<file path="config.mk">
export PLATFORM = sky130hd
export DESIGN_NAME = stable_priority_queue
export DESIGN_NICKNAME = d
export VERILOG_FILES = /design/src/sv/spq_pkg.sv /design/src/sv/spq_ram.sv /design/src/sv/spq_seq.sv /design/src/sv/stable_priority_queue.sv
export SDC_FILE = /design/constraint.sdc
export NUM_CORES = 1
export LEC_CHECK = 0
export ABC_AREA = 1
export BUFFER_PORTS_ARGS = -buffer_cell sky130_fd_sc_hd__buf_2
export CORE_MARGIN = 2
export CORE_UTILIZATION = 45
export CTS_CLUSTER_SIZE = 30
export DETAILED_ROUTE_END_ITERATION = 7
export GPL_TIMING_DRIVEN = 0
export SETUP_SLACK_MARGIN = 0.02
export SYNTH_ARGS = -nofsm -noshare
export SYNTH_HDL_FRONTEND = slang
export SYNTH_SLANG_ARGS = --single-unit
</file>
<file path="constraint.sdc">
create_clock -name clk -period 4.6 [get_ports clk]
set_input_delay 0.23 -clock clk [delete_from_list [all_inputs] [get_ports clk]]
set_output_delay 0.23 -clock clk [all_outputs]
set_load 0.1 [all_outputs]
</file>
<file path="src/sv/spq_pkg.sv">
// Shared types and constants for the stable priority queue.
`timescale 1ns / 1ps
`default_nettype none

package spq_pkg;

    // Default number of entries held
    localparam int DEPTH_DEFAULT = 16;

    // Field widths of one entry and of one result word
    localparam int VALUE_W   = 32;
    localparam int PRIO_W    = 16;
    localparam int ENTRY_W   = VALUE_W + PRIO_W;
    localparam int FILL_W    = 5;
    localparam int S_DATA_W  = 48;
    localparam int M_DATA_W  = 56;

    // Operation codes
    localparam logic OP_ENQ = 1'b0;
    localparam logic OP_DEQ = 1'b1;

    // Result status codes
    typedef enum logic [1:0] {
        ST_ENQ   = 2'd0,
        ST_DEQ   = 2'd1,
        ST_EMPTY = 2'd2,
        ST_FULL  = 2'd3
    } status_t;

    // One result word from the sequencer
    typedef struct packed {
        status_t                    status;
        logic signed [VALUE_W-1:0]  head_value;
        logic signed [PRIO_W-1:0]   head_priority;
        logic [FILL_W-1:0]          fill_count;
    } res_t;

endpackage

`default_nettype wire

</file>
<file path="src/sv/spq_ram.sv">
// Generic simple dual-port RAM with registered read.
`timescale 1ns / 1ps
`default_nettype none

module spq_ram #(
    parameter int WIDTH = spq_pkg::ENTRY_W,
    parameter int DEPTH = spq_pkg::DEPTH_DEFAULT
) (
    input  wire logic                       clk,
    input  wire logic                       we,
    input  wire logic [$clog2(DEPTH)-1:0]   waddr,
    input  wire logic [WIDTH-1:0]           wdata,
    input  wire logic [$clog2(DEPTH)-1:0]   raddr,
    output logic      [WIDTH-1:0]           rdata
);

    logic [WIDTH-1:0] mem [DEPTH];

    // Write port and registered read port
    always_ff @(posedge clk)
    begin
        if (we)
        begin
            mem[waddr] <= wdata;
        end
        rdata <= mem[raddr];
    end

endmodule

`default_nettype wire

</file>
<file path="src/sv/spq_seq.sv">
// Sequencer and shared compare unit: ordered insert and head removal over a ring in RAM.
`timescale 1ns / 1ps
`default_nettype none

module spq_seq #(
    parameter int DEPTH = spq_pkg::DEPTH_DEFAULT
) (
    input  wire logic                                   clk,
    input  wire logic                                   rst_n,
    input  wire logic                                   start,
    input  wire logic                                   opcode,
    input  wire logic signed [spq_pkg::VALUE_W-1:0]     item_value,
    input  wire logic signed [spq_pkg::PRIO_W-1:0]      item_priority,
    input  wire logic                                   res_ready,
    output logic                                        idle,
    output logic                                        res_valid,
    output spq_pkg::res_t                               res,
    output logic                                        ram_we,
    output logic [$clog2(DEPTH)-1:0]                    ram_waddr,
    output logic [spq_pkg::ENTRY_W-1:0]                 ram_wdata,
    output logic [$clog2(DEPTH)-1:0]                    ram_raddr,
    input  wire logic [spq_pkg::ENTRY_W-1:0]            ram_rdata
);

    import spq_pkg::*;

    localparam int AW = $clog2(DEPTH);
    localparam int CW = $clog2(DEPTH + 1);
    localparam logic [AW-1:0] LAST    = AW'(DEPTH - 1);
    localparam logic [AW:0]   DEPTH_X = (AW + 1)'(DEPTH);
    localparam logic [CW-1:0] FULL_N  = CW'(DEPTH);
    localparam logic [CW-1:0] ONE_N   = CW'(1);

    typedef enum logic [6:0] {
        S_IDLE  = 7'b0000001,
        S_RD    = 7'b0000010,
        S_CMP   = 7'b0000100,
        S_PUT   = 7'b0001000,
        S_DQRD  = 7'b0010000,
        S_DQCAP = 7'b0100000,
        S_DONE  = 7'b1000000
    } state_t;

    state_t                 state_reg, state_next;
    logic [AW-1:0]          head_reg, head_next;
    logic [CW-1:0]          occ_reg, occ_next;
    logic [AW-1:0]          cur_reg, cur_next;
    logic [CW-1:0]          rem_reg, rem_next;
    logic [VALUE_W-1:0]     val_reg, val_next;
    logic [PRIO_W-1:0]      pri_reg, pri_next;
    res_t                   res_reg, res_next;

    logic [AW:0]            tail_sum;
    logic [AW:0]            tail_wrap;
    logic [AW-1:0]          tail;
    logic                   stored_later;

    // Ring pointer step backwards / forwards
    function automatic logic [AW-1:0] ptr_prev(input logic [AW-1:0] p);
        return (p == '0) ? LAST : p - 1'b1;
    endfunction

    function automatic logic [AW-1:0] ptr_next(input logic [AW-1:0] p);
        return (p == LAST) ? '0 : p + 1'b1;
    endfunction

    // Fill count reported modulo 32
    function automatic logic [FILL_W-1:0] fill5(input logic [CW-1:0] n);
        logic [CW+FILL_W-1:0] e;
        e = {{FILL_W{1'b0}}, n};
        return e[FILL_W-1:0];
    endfunction

    // Physical slot just past the last entry
    assign tail_sum  = {1'b0, head_reg} + (AW + 1)'(occ_reg);
    assign tail_wrap = (tail_sum >= DEPTH_X) ? tail_sum - DEPTH_X : tail_sum;
    assign tail      = tail_wrap[AW-1:0];

    // Shared compare: stored entry must move up behind the newcomer
    assign stored_later = $signed(ram_rdata[ENTRY_W-1:VALUE_W]) > $signed(pri_reg);

    // Next-state and datapath control
    always_comb
    begin
        state_next = state_reg;
        head_next  = head_reg;
        occ_next   = occ_reg;
        cur_next   = cur_reg;
        rem_next   = rem_reg;
        val_next   = val_reg;
        pri_next   = pri_reg;
        res_next   = res_reg;
        ram_we     = 1'b0;
        ram_waddr  = cur_reg;
        ram_wdata  = {pri_reg, val_reg};
        ram_raddr  = ptr_prev(cur_reg);

        case (state_reg)
            S_IDLE:
            begin
                if (start)
                begin
                    val_next = item_value;
                    pri_next = item_priority;
                    res_next.head_value    = '0;
                    res_next.head_priority = '0;
                    res_next.fill_count    = fill5(occ_reg);
                    if (opcode == OP_ENQ)
                    begin
                        if (occ_reg == FULL_N)
                        begin
                            res_next.status = ST_FULL;
                            state_next      = S_DONE;
                        end
                        else if (occ_reg == '0)
                        begin
                            ram_we    = 1'b1;
                            ram_waddr = head_reg;
                            ram_wdata = {item_priority, item_value};
                            occ_next  = ONE_N;
                            res_next.status     = ST_ENQ;
                            res_next.fill_count = fill5(ONE_N);
                            state_next = S_DONE;
                        end
                        else
                        begin
                            cur_next   = tail;
                            rem_next   = occ_reg;
                            state_next = S_RD;
                        end
                    end
                    else
                    begin
                        if (occ_reg == '0)
                        begin
                            res_next.status = ST_EMPTY;
                            state_next      = S_DONE;
                        end
                        else
                        begin
                            state_next = S_DQRD;
                        end
                    end
                end
            end

            // Fetch the entry below the hole
            S_RD:
            begin
                state_next = S_CMP;
            end

            // Either shift the entry up or drop the newcomer into the hole
            S_CMP:
            begin
                ram_we = 1'b1;
                if (stored_later)
                begin
                    ram_wdata  = ram_rdata;
                    cur_next   = ptr_prev(cur_reg);
                    rem_next   = rem_reg - 1'b1;
                    state_next = (rem_reg == ONE_N) ? S_PUT : S_RD;
                end
                else
                begin
                    occ_next            = occ_reg + 1'b1;
                    res_next.status     = ST_ENQ;
                    res_next.fill_count = fill5(occ_reg + 1'b1);
                    state_next          = S_DONE;
                end
            end

            // Newcomer goes to the head slot
            S_PUT:
            begin
                ram_we              = 1'b1;
                occ_next            = occ_reg + 1'b1;
                res_next.status     = ST_ENQ;
                res_next.fill_count = fill5(occ_reg + 1'b1);
                state_next          = S_DONE;
            end

            S_DQRD:
            begin
                ram_raddr  = head_reg;
                state_next = S_DQCAP;
            end

            // Head entry returned, ring start advances
            S_DQCAP:
            begin
                res_next.status        = ST_DEQ;
                res_next.head_value    = ram_rdata[VALUE_W-1:0];
                res_next.head_priority = ram_rdata[ENTRY_W-1:VALUE_W];
                res_next.fill_count    = fill5(occ_reg - 1'b1);
                occ_next               = occ_reg - 1'b1;
                head_next              = ptr_next(head_reg);
                state_next             = S_DONE;
            end

            S_DONE:
            begin
                if (res_ready)
                begin
                    state_next = S_IDLE;
                end
            end

            default:
            begin
                state_next = S_IDLE;
            end
        endcase
    end

    // Control state
    always_ff @(posedge clk or negedge rst_n)
    begin
        if (!rst_n)
        begin
            state_reg <= S_IDLE;
            head_reg  <= '0;
            occ_reg   <= '0;
            cur_reg   <= '0;
            rem_reg   <= '0;
        end
        else
        begin
            state_reg <= state_next;
            head_reg  <= head_next;
            occ_reg   <= occ_next;
            cur_reg   <= cur_next;
            rem_reg   <= rem_next;
        end
    end

    // Payload
    always_ff @(posedge clk)
    begin
        val_reg <= val_next;
        pri_reg <= pri_next;
        res_reg <= res_next;
    end

    assign idle      = (state_reg == S_IDLE);
    assign res_valid = (state_reg == S_DONE);
    assign res       = res_reg;

endmodule

`default_nettype wire

</file>
<file path="src/sv/stable_priority_queue.sv">
// Top level of the stable priority queue: stream ports, sequencer, entry RAM, output register.
`timescale 1ns / 1ps
`default_nettype none

// Bounded priority queue of up to DEPTH entries (value, priority), kept sorted with
// lower priority first and equal priorities in arrival order. Each input word is one
// operation (tuser 0 enqueue, 1 dequeue); each yields exactly one result word. Entries
// live in a single RAM used as a ring, and one compare unit walks it under a small
// sequencer, so only one operation is in flight: the input is not ready while it runs.
// A dequeue reads the head slot and then captures its entry; an empty dequeue, a
// dropped enqueue or an enqueue into an empty queue finishes straight from idle. An
// enqueue walks back from the tail, moving up each stored entry of larger priority,
// and drops the newcomer into the hole, or into the head slot when it moves them all;
// each move costs one RAM read and one write. The input is ready again once the
// sequencer has handed its result to the output register. A finished result sits in
// the output register while the next word is taken; if that register is still full,
// the sequencer waits with its result until the register drains.

module stable_priority_queue #(
    parameter int DEPTH = spq_pkg::DEPTH_DEFAULT
) (
    input  wire logic                           clk,
    input  wire logic                           rst_n,
    input  wire logic                           s_tvalid,
    output logic                                s_tready,
    input  wire logic [spq_pkg::S_DATA_W-1:0]   s_tdata,   // item_value[31:0], item_priority[47:32]
    input  wire logic [0:0]                     s_tuser,   // opcode[0]
    output logic                                m_tvalid,
    input  wire logic                           m_tready,
    output logic [spq_pkg::M_DATA_W-1:0]        m_tdata,   // head_value[31:0], head_priority[47:32],
                                                           // fill_count[52:48], zero[55:53]
    output logic [1:0]                          m_tuser    // status[1:0]
);

    import spq_pkg::*;

    localparam int AW = $clog2(DEPTH);

    logic               seq_idle;
    logic               seq_start;
    logic               seq_res_valid;
    logic               seq_res_ready;
    res_t               seq_res;
    logic               ram_we;
    logic [AW-1:0]      ram_waddr;
    logic [ENTRY_W-1:0] ram_wdata;
    logic [AW-1:0]      ram_raddr;
    logic [ENTRY_W-1:0] ram_rdata;

    logic               out_valid_reg;
    res_t               out_res_reg;

    assign s_tready  = seq_idle;
    assign seq_start = s_tvalid & seq_idle;

    spq_seq #(
        .DEPTH (DEPTH)
    ) u_seq (
        .clk           (clk),
        .rst_n         (rst_n),
        .start         (seq_start),
        .opcode        (s_tuser[0]),
        .item_value    (s_tdata[VALUE_W-1:0]),
        .item_priority (s_tdata[ENTRY_W-1:VALUE_W]),
        .res_ready     (seq_res_ready),
        .idle          (seq_idle),
        .res_valid     (seq_res_valid),
        .res           (seq_res),
        .ram_we        (ram_we),
        .ram_waddr     (ram_waddr),
        .ram_wdata     (ram_wdata),
        .ram_raddr     (ram_raddr),
        .ram_rdata     (ram_rdata)
    );

    spq_ram #(
        .WIDTH (ENTRY_W),
        .DEPTH (DEPTH)
    ) u_ram (
        .clk   (clk),
        .we    (ram_we),
        .waddr (ram_waddr),
        .wdata (ram_wdata),
        .raddr (ram_raddr),
        .rdata (ram_rdata)
    );

    // Output register: takes a result when empty or being drained
    assign seq_res_ready = !out_valid_reg || m_tready;

    always_ff @(posedge clk or negedge rst_n)
    begin
        if (!rst_n)
        begin
            out_valid_reg <= 1'b0;
        end
        else if (seq_res_ready)
        begin
            out_valid_reg <= seq_res_valid;
        end
    end

    always_ff @(posedge clk)
    begin
        if (seq_res_ready && seq_res_valid)
        begin
            out_res_reg <= seq_res;
        end
    end

    // Result word packing
    assign m_tvalid = out_valid_reg;
    assign m_tuser  = out_res_reg.status;
    assign m_tdata  = {3'b000, out_res_reg.fill_count, out_res_reg.head_priority,
                       out_res_reg.head_value};

endmodule

`default_nettype wire

</file>
==> results.ini <==
[placement]
pre_cts_slack_ns=0.332
dp.cells=4924
portBuffers=108
gp_congestion=0.888
hpwlAfterDp_um=86500

[pwr]
clkPwrFrac=0.198
leakagePower_nw=17.9
power_density_nw_per_um2=816
combPwrFrac=0.457
swShare=0.453
power_frac_seq=0.345
p_switching_mw=17.9
vdd_drop_max_mv=0.402
power.internal_mw=21.6

[synth]
synth.area.top_cells=edfxtp_1, o211ai_1, nand2_1, o21ai_0, inv_1
synth_top_family_by_area=compound AO/OA/AOI/OAI gates
synth_flop_cell=edfxtp_1
synth_area_leader_cell=edfxtp_1
ys_async_sr_fraction=0.0260
ys_ff_latch=1000
ys_seq_area_frac=0.701
synthCells=3541
yosys.area_share.xor_xnor=0.00146
synth_adder_area_share=0.00901
synthMostInstantiatedCell=edfxtp_1
yosysUniqueCellTypes=43
ys_warn_count=0
synthMuxAreaShare=0.000239
netlist.area_leader.share=0.663
synth_commonest_cells=edfxtp_1, nand2_1, o211ai_1
synth-compound-area-share=0.128
synth_edf_count=926
postSynthAreaPerCell_um2=11.8
syn_area_um2=41900
synth_simple_gate_area_frac=0.105

[flow_run]
maxCapViolCount=0

[global_routing]
overflow=0
antenna_found_initial=3
grt_max_degree=58
grt_pass1_wl_um=182000
grt_pass1_vias=28100
track_usage=0.261

[cells_and_area]
antenna_cells=0
fillers=7737
final-seq-area_um2=29400
final_cells=5155
largest_register_ffs=768
multi_input_area_um2=10400
layout-drive-gt1-share=0.103
area_growth_pct=15.4
nNetsFinal=3914

[clocking]
cts_resized=0
cts_buffers=98
clock_sinks=1000
htree_levels=3
insertion_delay_ns=0.67
clkTransAtPathRegs_ns=0.07
cts-root-buf=clkbuf_16
cts.path.max_buffers=3
cts_tree=done

[sta]
setup_slack_ns=0.257
rsz0062_at_grt=false
slew_headroom=0.136
hold_viol=0
fin_crit_ns=4.34
setup_viol=0
fmax_ghz=0.230
clock_skew_ns=0.0216
min_period_over_period=0.944
tightest_slew_ns=1.30
finalMaxSlewViolations=0

[floorplan]
row_count=111
start_util=0.456
io_pins=113
die_area_um2=95700
die_w_um=309
die_height_um=309
coreArea_um2=92100

[routing]
met1_length_um=50800
post_drt_wl_per_cell_um=24.3
via_per_inst=5.66
drt_first_pass_iters=7
top_layer_used=met4
drt_iter0_markers=3132
drt_wl_total_um=125000
vias=29200
wl_met3_um=11500
drc=0
dr_wl_met2_um=59000
ant_nets=0

[setup_path]
r2r_cells=15
crit_type=reg -> reg
crit_path_end_kind=flop
startpoint=u_seq.pri_reg[13]
timing.rr.start=u_seq.pri_reg[13]
required_ns=4.70
worst_ep_arrival_time_ns=4.44
cp_max_fo=16
cp-start-kind=flop

[outcome]
status=finished clean

[hold_path]
min_path_type=in -> async

## per-layer routing
| metal | GRT usage | vias to the layer above |
|---|---|---|
| met4 | 0.0902 | 0 |
| met2 | 0.431 | 1538 |
| met1 | 0.359 | 14000 |
| li1 | - | 13300 |
| met3 | 0.0307 | 249 |
| met5 | 0 | - |
## path summary, 6_finish.rpt
check	to	slack [ns]
max reg2reg	u_ram.mem[8][15]	0.26
min in group clk	u_seq.state_reg[4]	0.13
max	u_ram.mem[8][15]	0.26
min reg2reg	m_tdata[38]	0.41
min	u_seq.occ_reg[2]	0.12
max in group asynchronous	u_seq.state_reg[3]	4.05
## layout make-up
cell class | instances | area share
flip-flops and latches | 1000 | 0.608
multi-input cells | 1967 | 0.215
clock buffers | 129 | 0.0554
repair buffers | 189 | 0.0344
well taps | 1243 | 0.0321
inverters | 334 | 0.0259
plain buffers | 242 | 0.0210
clock inverters | 51 | 0.00845
## stage by stage
step | TNS (ns) | hold WS (ns) | power, mW | util | instance area [um^2]
after floorplan | 0 | -0.0656 | 23.9 | - | 42000
after global placement | -1837.49 | 0.294 | 31.1 | 0.478 | 44000
after detailed placement | 0 | 0.291 | 31.4 | 0.487 | 44800
after CTS | 0 | 0.0918 | 39.2 | 0.526 | 48400
after global routing | 0 | 0.130 | 41.2 | 0.526 | 48400
final | 0 | 0.124 | 39.5 | 0.526 | 48400
## worst max-delay path, stage by stage (launching register included)
cell and delay [ns]:
edfxtp_1 0.43, inv_1 0.15, ha_1 0.26, nand2_1 0.06
inv_1 0.03, o21ai_0 0.13, nand2_1 0.06, nor2_1 0.19
nand2_1 0.10, nand2_1 0.26, nand3_1 0.32, nand2_1 0.27
nand2_1 0.33, buf_2 0.33, nand2_1 0.09, nand3_1 0.74
## logic make-up after synthesis
kind of cell / after synthesis
AO/OA/AOI/OAI: 875
XOR/XNOR: 7
adder cells (fa/ha/maj): 29
buffers and inverters: 576
flip-flops: 1000
multiplexers: 1
other: 1
AND/OR/NAND/NOR: 1052
## placed cells by master, fill, tap and decap left out, drive strengths merged, types with 2 or more instances in the layout
master	netlist	final
xor2	5	5
dlygate4sd3	0	51
a21o	2	2
inv	334	338
nand2	672	672
ha	27	27
a21oi	206	206
edfxtp	926	926
or2	2	2
clkbuf	156	285
nand4	52	52
o21a	3	3
xnor2	2	2
clkinv	0	41
dfrtp	25	25
nand3	199	199
o211ai	388	388
conb	1	3
nor3	5	5
o21ai	271	271
dfxtp	48	48
nor4	3	3
buf	86	224
fa	2	2
nor2	118	118
bufinv	0	6
## power groups by stage
stage / clock network (mW) / logic, mW / registers [mW]
final: 7.81 / 18.1 / 13.6
after global routing: 8.21 / 19.3 / 13.7
after CTS: 7.87 / 17.7 / 13.6
after detailed placement: 0 / 17.6 / 13.8
after global placement: 0 / 17.2 / 13.9
after floorplan: 0 / 9.74 / 14.2
## repair_timing
| action | CTS | global route |
|---|---|---|
| buffers inserted | 0 | 0 |
| hold endpoints to repair | 77 | 0 |
| hold buffers | 51 | 0 |
No activity file was read; power rests on OpenSTA's default activity.
